--- src/rtl/jdz_pkg.sv ---
// Shared types and constants for the joystick dead zone unit.
// No dependencies; used by jdz_div and joystick_dead_zone_unit.
package jdz_pkg;

  localparam int SAMPLE_BITS = 16;
  localparam int FRAC_BITS   = 14;
  localparam int OUT_W       = FRAC_BITS + 2;
  localparam int Q_W         = FRAC_BITS + 1;   // quotient bits kept before clamp
  localparam int NUM_W       = SAMPLE_BITS + FRAC_BITS;  // magnitude << FRAC_BITS
  localparam int DEN_W       = SAMPLE_BITS;
  localparam int SQ_W        = 2 * SAMPLE_BITS;
  localparam int ROOT_W      = SQ_W / 2;
  localparam int REM_W       = ROOT_W + 2;
  localparam int ADDR_W      = 4;
  localparam int DZ_W        = SAMPLE_BITS - 1;

  localparam logic [1:0] MODE_NONE = 2'd0;
  localparam logic [1:0] MODE_AXIS = 2'd1;
  localparam logic [1:0] MODE_CIRC = 2'd2;

  localparam logic [1:0] REG_MODE = 2'd0;
  localparam logic [1:0] REG_MAX  = 2'd1;
  localparam logic [1:0] REG_DZ   = 2'd2;

  localparam logic [1:0]             RST_MODE = MODE_AXIS;
  localparam logic [SAMPLE_BITS-1:0] RST_MAX  = 16'd32767;
  localparam logic [DZ_W-1:0]        RST_DZ   = 15'd7849;

  localparam logic [Q_W-1:0] ONE_Q = Q_W'(1 << FRAC_BITS);

  // everything an item carries down the pipe
  typedef struct packed {
    logic                   neg_x;
    logic                   neg_y;
    logic [SAMPLE_BITS-1:0] ax;
    logic [SAMPLE_BITS-1:0] ay;
    logic                   circ;
    logic                   span_ok;
    logic [DZ_W-1:0]        dz;
    logic [DEN_W-1:0]       span;
    logic [ROOT_W-1:0]      len;
    logic                   zx;
    logic                   zy;
    logic [Q_W-1:0]         w;
    logic [OUT_W-1:0]       rx;
    logic [OUT_W-1:0]       ry;
  } item_t;

endpackage

--- src/rtl/jdz_div.sv ---
// Two-lane pipelined restoring divider with a shared divisor, one quotient bit per stage.
// Depends on jdz_pkg.
module jdz_div (
  input  logic                       clk,
  input  logic                       rst_n,
  input  logic                       in_vld,
  input  logic [jdz_pkg::NUM_W-1:0]  in_num_a,
  input  logic [jdz_pkg::NUM_W-1:0]  in_num_b,
  input  logic [jdz_pkg::DEN_W-1:0]  in_den,
  input  jdz_pkg::item_t             in_tag,
  output logic                       out_vld,
  output logic [jdz_pkg::Q_W-1:0]    out_q_a,
  output logic [jdz_pkg::Q_W-1:0]    out_q_b,
  output logic                       out_ovf_a,
  output logic                       out_ovf_b,
  output jdz_pkg::item_t             out_tag
);

  localparam int NS = jdz_pkg::Q_W;
  localparam int DW = jdz_pkg::DEN_W;

  function automatic logic [DW:0] div_step(logic [DW-1:0] rem, logic nb, logic [DW-1:0] den);
    logic [DW:0] t;
    logic        ge;
    t  = {rem, nb};
    ge = t >= {1'b0, den};
    return {ge, ge ? DW'(t - {1'b0, den}) : t[DW-1:0]};
  endfunction

  logic                vld_r   [NS];
  logic [DW-1:0]       rem_a_r [NS];
  logic [DW-1:0]       rem_b_r [NS];
  logic [NS-1:0]       low_a_r [NS];
  logic [NS-1:0]       low_b_r [NS];
  logic [NS-1:0]       q_a_r   [NS];
  logic [NS-1:0]       q_b_r   [NS];
  logic                ovf_a_r [NS];
  logic                ovf_b_r [NS];
  logic [DW-1:0]       den_r   [NS];
  jdz_pkg::item_t      tag_r   [NS];

  for (genvar k = 0; k < NS; k++) begin : g_stage
    logic           vld_src, ovf_a_src, ovf_b_src;
    logic [DW-1:0]  rem_a_src, rem_b_src, den_src;
    logic [NS-1:0]  low_a_src, low_b_src, q_a_src, q_b_src;
    jdz_pkg::item_t tag_src;
    logic [DW:0]    st_a, st_b;

    if (k == 0) begin : g_first
      always_comb begin
        vld_src   = in_vld;
        // top numerator bits go straight into the remainder; overflow if that already
        // reaches the divisor (quotient would not fit)
        rem_a_src = DW'(in_num_a[jdz_pkg::NUM_W-1:NS]);
        rem_b_src = DW'(in_num_b[jdz_pkg::NUM_W-1:NS]);
        ovf_a_src = DW'(in_num_a[jdz_pkg::NUM_W-1:NS]) >= in_den;
        ovf_b_src = DW'(in_num_b[jdz_pkg::NUM_W-1:NS]) >= in_den;
        low_a_src = in_num_a[NS-1:0];
        low_b_src = in_num_b[NS-1:0];
        q_a_src   = '0;
        q_b_src   = '0;
        den_src   = in_den;
        tag_src   = in_tag;
      end
    end else begin : g_next
      always_comb begin
        vld_src   = vld_r[k-1];
        rem_a_src = rem_a_r[k-1];
        rem_b_src = rem_b_r[k-1];
        ovf_a_src = ovf_a_r[k-1];
        ovf_b_src = ovf_b_r[k-1];
        low_a_src = low_a_r[k-1];
        low_b_src = low_b_r[k-1];
        q_a_src   = q_a_r[k-1];
        q_b_src   = q_b_r[k-1];
        den_src   = den_r[k-1];
        tag_src   = tag_r[k-1];
      end
    end

    assign st_a = div_step(rem_a_src, low_a_src[NS-1], den_src);
    assign st_b = div_step(rem_b_src, low_b_src[NS-1], den_src);

    always_ff @(posedge clk) begin
      if (!rst_n) begin
        vld_r[k] <= 1'b0;
      end else begin
        vld_r[k] <= vld_src;
      end
    end

    always_ff @(posedge clk) begin
      rem_a_r[k] <= st_a[DW-1:0];
      rem_b_r[k] <= st_b[DW-1:0];
      low_a_r[k] <= low_a_src << 1;
      low_b_r[k] <= low_b_src << 1;
      q_a_r[k]   <= {q_a_src[NS-2:0], st_a[DW]};
      q_b_r[k]   <= {q_b_src[NS-2:0], st_b[DW]};
      ovf_a_r[k] <= ovf_a_src;
      ovf_b_r[k] <= ovf_b_src;
      den_r[k]   <= den_src;
      tag_r[k]   <= tag_src;
    end
  end

  assign out_vld   = vld_r[NS-1];
  assign out_q_a   = q_a_r[NS-1];
  assign out_q_b   = q_b_r[NS-1];
  assign out_ovf_a = ovf_a_r[NS-1];
  assign out_ovf_b = ovf_b_r[NS-1];
  assign out_tag   = tag_r[NS-1];

endmodule

--- config.mk ---
export PLATFORM = sky130hd
export DESIGN_NAME = jdz_div
export DESIGN_NICKNAME = d
export VERILOG_FILES = /design/src/rtl/jdz_pkg.sv /design/src/rtl/jdz_div.sv
export SDC_FILE = /design/constraint.sdc
export NUM_CORES = 2
export LEC_CHECK = 0
export BUFFER_PORTS_ARGS = -buffer_cell sky130_fd_sc_hd__buf_2
export CAP_MARGIN = 20
export CORE_MARGIN = 2
export CORE_UTILIZATION = 64
export CTS_BUF_LIST = sky130_fd_sc_hd__clkbuf_8 sky130_fd_sc_hd__clkbuf_16
export DETAILED_ROUTE_END_ITERATION = 10
export PLACE_DENSITY = 0.92
export SYNTH_ARGS = -nofsm -noshare
export SYNTH_HDL_FRONTEND = slang
export SYNTH_SLANG_ARGS = --single-unit
--- constraint.sdc ---
create_clock -name clk -period 5.15 [get_ports clk]
set_input_delay 1.03 -clock clk [delete_from_list [all_inputs] [get_ports clk]]
set_output_delay 1.03 -clock clk [all_outputs]
set_load 0.02 [all_outputs]
### Word-level counts from Yosys, hierarchy flattened

Memory sizes are Yosys's and may differ from the RTL's.
Cells that the tools add are included.

| storage, ports and cells | value |
|---|---|
| register bits | 0 |
| bits in latches | 0 |
| bits in writable memories | 3615 |
| bits in read-only memories | 0 |
| input bits | 211 |
| output and inout port bits | 165 |
| logic and storage cells | 135 |
| memories kept | 11 |

| operators by class | value |
|---|---|
| $add $sub $neg | 30 |
| multipliers | 0 |
| divide/modulo/power cells | 0 |
| magnitude comparators | 32 |
| eq/ne operators | 0 |
| shifts and indexed selects | 0 |
| muxes and demuxes | 47 |
| bitwise operators | 15 |
| reductions and logical operators | 0 |

Memories:

| name | depth | bits a word | read ports | clocked after memory_dff | write ports | RTL line | source |
|---|---|---|---|---|---|---|---|
| tag_r | 15 | 132 | 15 | 0 | 15 | jdz_div.sv:40 | `jdz_pkg::item_t tag_r [NS];` |
| den_r | 15 | 16 | 14 | 0 | 15 | jdz_div.sv:39 | `logic [DW-1:0] den_r [NS];` |
| rem_a_r | 15 | 16 | 14 | 0 | 15 | jdz_div.sv:31 | `logic [DW-1:0] rem_a_r [NS];` |
| rem_b_r | 15 | 16 | 14 | 0 | 15 | jdz_div.sv:32 | `logic [DW-1:0] rem_b_r [NS];` |
| q_a_r | 15 | 15 | 15 | 0 | 15 | jdz_div.sv:35 | `logic [NS-1:0] q_a_r [NS];` |
| q_b_r | 15 | 15 | 15 | 0 | 15 | jdz_div.sv:36 | `logic [NS-1:0] q_b_r [NS];` |
| +5 memories | -- | -- | -- | -- | -- | -- |  |

Operators with widths:

| kind | count |
|---|---|
| 16-bit 2-to-1 mux | 30 |
| 16-bit subtractor | 30 |
| 17-bit by 16-bit >= comparator with 1-bit output | 28 |
| 15-bit by 16-bit >= comparator with 1-bit output | 2 |
| 16-bit >= comparator | 2 |
| 1-bit 2-to-1 mux | 17 |
| 1-bit OR | 15 |

### Longest topological paths before layout

An unclocked memory read counts as a cell.

| depth | value |
|---|---|
| word-level depth | 3 |
| mapped depth | 12 |
| gate-level depth less buffers | 11 |

### Worst setup path before layout

OpenSTA, ideal clock, no wires.

| timing path | value |
|---|---|
| path kind | input -> register |
| start | in in_den[2] in the netlist's numbering |
| end | mem rem_a_r[0][10] in the netlist's numbering |
| library setup time | 0.121 ns |
| data arrival time | 3.297 ns |
| data required time | 5.029 ns |
| slack | 1.732 ns |
| stages on the path | 11 |
| path buffers | 1 |
| path through | inv_1 ha_1 nor2b_1 o31a_1 o31ai_1 a21oi_1 o211ai_1 a21oi_1 a211oi_4 buf_4 mux2_2 |

RTL lines:

| item | RTL line | source |
|---|---|---|
| start: declaration | jdz_div.sv:9 | `input logic [jdz_pkg::DEN_W-1:0] in_den,` |
| end: declaration | jdz_div.sv:31 |  |

==> flow_summary_export.csv <==
group,metric,value,unit
cells_and_area,commonest_non_fill_non_tap_cell_in_the_layout,"dfxtp_1",
pwr,leakage,46.1,nW
synth,mappedNetlistArea,90600,sq um
route,initialDrtViolationCount,2408,
clock_network,post-cts-setup-buffers,0,
clock_network,ctsLongestPathBuffers,4,
setup_path,worst_setup_path_start_kind,"register",
cells_and_area,fillerInstances,8608,
synth,synthesis.instances,7017,
outcome,outcome,"finished, final reports clean",
sta,setup_tns,0,ns
floorplanning,die_h,380,um
setup_path,timing.critical_path.fanout_max,18,
floorplanning,die_width,380,um
cells_and_area,final_layout_size_suffix_gt1_share,14.7,%
placement,place_inst,9227,
route,drt_pre_antenna_iters,6,
sta,grt_setup_unrepaired,"false",
sta,min_period_over_period,73.3,%
clock_network,cts-htree-levels,5,
global_routing,grt_overflow,0,
floorplanning,placeableCoreArea,141000,sq um
placement,port_buffers,375,
clock_network,clock_insertion_delay_worst_skew,0.91,ns
sta,max-slew-margin-rel,27.7,%
synth,syn_area_per_cell,12.9,sq um
pwr,power_per_cell_area,681,nW/um^2
synth,netlist-cell-type-count,91,
clock_network,clock-root-buffer,"clkbuf_16",
setup_path,critPathKind,"register to register",
route,wl,184,mm
sta,worst_slew_pin_slew,1.09,ns
sta,finalHoldViolCount,0,
clock_network,tritoncts.num_buffers,297,
floorplanning,die-area,145000,sq um
synth,seq_area_frac_synth,69.5,%
clock_network,cts.sinks,3147,
clock_network,tritoncts,"built",
synth,synth_edf_count,0,
min_path,min-delay-start,"in_tag[48]",
clock_network,cts_hold_buffers,0,
setup_path,worstReg2RegStart,"den_r[1][1]",
cells_and_area,final_nets,8388,
cells_and_area,seq_area,63000,sq um
placement,preCtsSetupSlack,1.07,ns
sta,finalCriticalPeriod,3.77,ns
route,vias,51484,
setup_path,cp-startpoint,"den_r[1][1]",
sta,setup_ws,1.38,ns
placement,placement.cell_area,94700,sq um
setup_path,worst_path_largest_cell_delay,0.89,ns
sta,fin_worst_skew,0.0852,ns
synth,syn_nets,7766,
route,vias_per_cell,5.29,
synth,netlist.top_cell.by_area,"dfxtp_1",
synth,async_reset_ff_share,0,%
cells_and_area,final-instance-count-excl-fill,9730,
route,routed_wire_length_per_instance,18.9,um
min_path,hold_path_class,"input pin to register",
route,post-route-drc-count,0,
route,route.antenna.remaining_nets,0,
floorplanning,ioPinCount,376,
floorplanning,rows,138,
floorplanning,floorplan.initialDensity,64.2,%
global_routing,grt.total_usage,25.1,%
sta,timing.final.max_slew_violations,0,
global_routing,grt_start_max_net_pins,33,
sta,finalSetupViolCount,0,
synth,synth.area.top_cells,"dfxtp_1, ha_1, mux2_2",
cells_and_area,mostFrequentLayoutCells,"dfxtp_1, ha_1, inv_1, buf_2, a21oi_1",
pwr,ir_worst_vdd,0.415,mV
sta,clock.fmax,0.265,GHz
cells_and_area,final_design_instance_area_without_fill,104000,sq um
global_routing,number_of_antenna_violations_at_the_first_check_in_global_routing,6,
global_routing,via_count_of_the_first_global_routing_pass,55064,
global_routing,grt_first_pass_wirelength,287,mm
placement,gp_congestion,0.918,
setup_path,critPathSlowestCell,"a21oi_2",
setup_path,worst-endpoint-arrival,4.50,ns
cells_and_area,multiInputGateArea,25900,sq um
placement,post-dp-hpwl,122,mm
setup_path,timing.critical_path.to_type,"register",
setup_path,timing.critical_path.cells,"inv_1 -> ha_1 -> nor2b_1 -> o2111ai_1 -> and3_1 -> a311oi_1 -> o311ai_0 -> a21oi_2 -> mux2_2",
clock_network,post_cts_sizing,0,
cells_and_area,layout.core_utilization,74.0,%
cells_and_area,area_growth,15.3,%
synth,netlist.area_leader.share,69.5,%
synth,ys_seq_elements,3147,
synth,synthesis.yosys.warnings,0,
setup_path,crit_required,5.88,ns
clock_network,clk_pin_slew_worst_paths,0.07,ns
synth,synth_ff_type,"dfxtp_1",
job,max_cap_viol_count,0,
-- flip-flops by register name (all words and copies together), names as in the netlist --
name,flops
den_r,224
low_a_r,105
low_b_r,105
ovf_a_r,15
ovf_b_r,15
q_a_r,120
q_b_r,120
rem_a_r,224
rem_b_r,224
tag_r,1980
vld_r,15
-- synth_stat cells, types with 19 or more instances --
cell type / instances
or2_2: 25
xnor2_1: 176
ha_1: 510
o21a_1: 87
inv_1: 366
a21o_1: 84
mux2_2: 202
o21ai_0: 297
nand2b_1: 57
fa_1: 28
and2_1: 37
nor4_1: 24
xor2_1: 122
o31a_1: 36
clkbuf_1: 38
nor2b_1: 81
o31ai_1: 38
a211oi_1: 31
nand4_1: 64
nor2_1: 317
nor3_1: 113
mux2_4: 26
dfxtp_1: 3147
a21boi_0: 19
mux2i_1: 42
nand2_1: 289
and3_1: 23
nand3_1: 68
or3_1: 28
a31oi_1: 38
a21oi_1: 319
-- through the flow --
| step | hold WS [ns] | total power, W |
|---|---|---|
| finish | 0.213 | 0.0711 |
| global route | 0.151 | 0.0745 |
| CTS | 0.144 | 0.0711 |
| detailed placement | 0.312 | 0.0491 |
| global placement | 0.309 | 0.0481 |
| floorplan | 0.310 | 0.0444 |
-- cells by family after synthesis --
logic type / share of synthesized area [%]
xor+xnor: 2.88
simple gates: 6.39
fa+ha+maj: 7.66
flops: 69.5
mux: 3.43
buf+inv: 1.92
compound gates: 8.18
-- layer usage --
| layer | vias up | GRT usage [%] | part of all wire, % |
|---|---|---|---|
| li1 | 25121 | - | - |
| met1 | 24382 | 25.0 | 36 |
| met2 | 1464 | 49.6 | 56 |
| met3 | 511 | 4.64 | 4.1 |
| met4 | 6 | 11.3 | 4.3 |
| met5 | - | 0 | 0.021 |
-- worst paths after layout --
check / cells after the start / slack, ns / endpoint
worst max-delay path: 9 / 1.38 / rem_a_r[0][52]
worst min-delay path: 1 / 0.21 / tag_r[0][48]
worst max register to register: 9 / 1.38 / rem_a_r[0][52]
worst min register to register: 0 / 0.27 / q_a_r[0][93]
-- cell type report --
cell class | count | area share, %
Inverter | 367 | 1.32
Tap cell | 1890 | 2.26
Multi-Input combinational cell | 3433 | 24.8
Sequential cell | 3147 | 60.3
Timing Repair Buffer | 393 | 1.96
Clock buffer | 352 | 7.89
Antenna cell | 1 | 0.00240
Clock inverter | 147 | 1.41
-- critical path: cells and delay by family (launching register included) --
family | cells | cell delay (ns)
mux | 1 | 0.43
fa+ha+maj | 1 | 0.29
buf+inv | 1 | 0.09
flops | 1 | 0.42
simple gates | 2 | 0.46
compound gates | 4 | 1.97
-- report_power, final --
| part | internal, W | switching [W] | total (W) |
|---|---|---|---|
| combinational | 0.00873 | 0.0107 | 0.0194 |
| sequential | 0.0282 | 0.00186 | 0.0301 |
| clock | 0.0127 | 0.00893 | 0.0216 |
(Power assumes the default switching activity.)
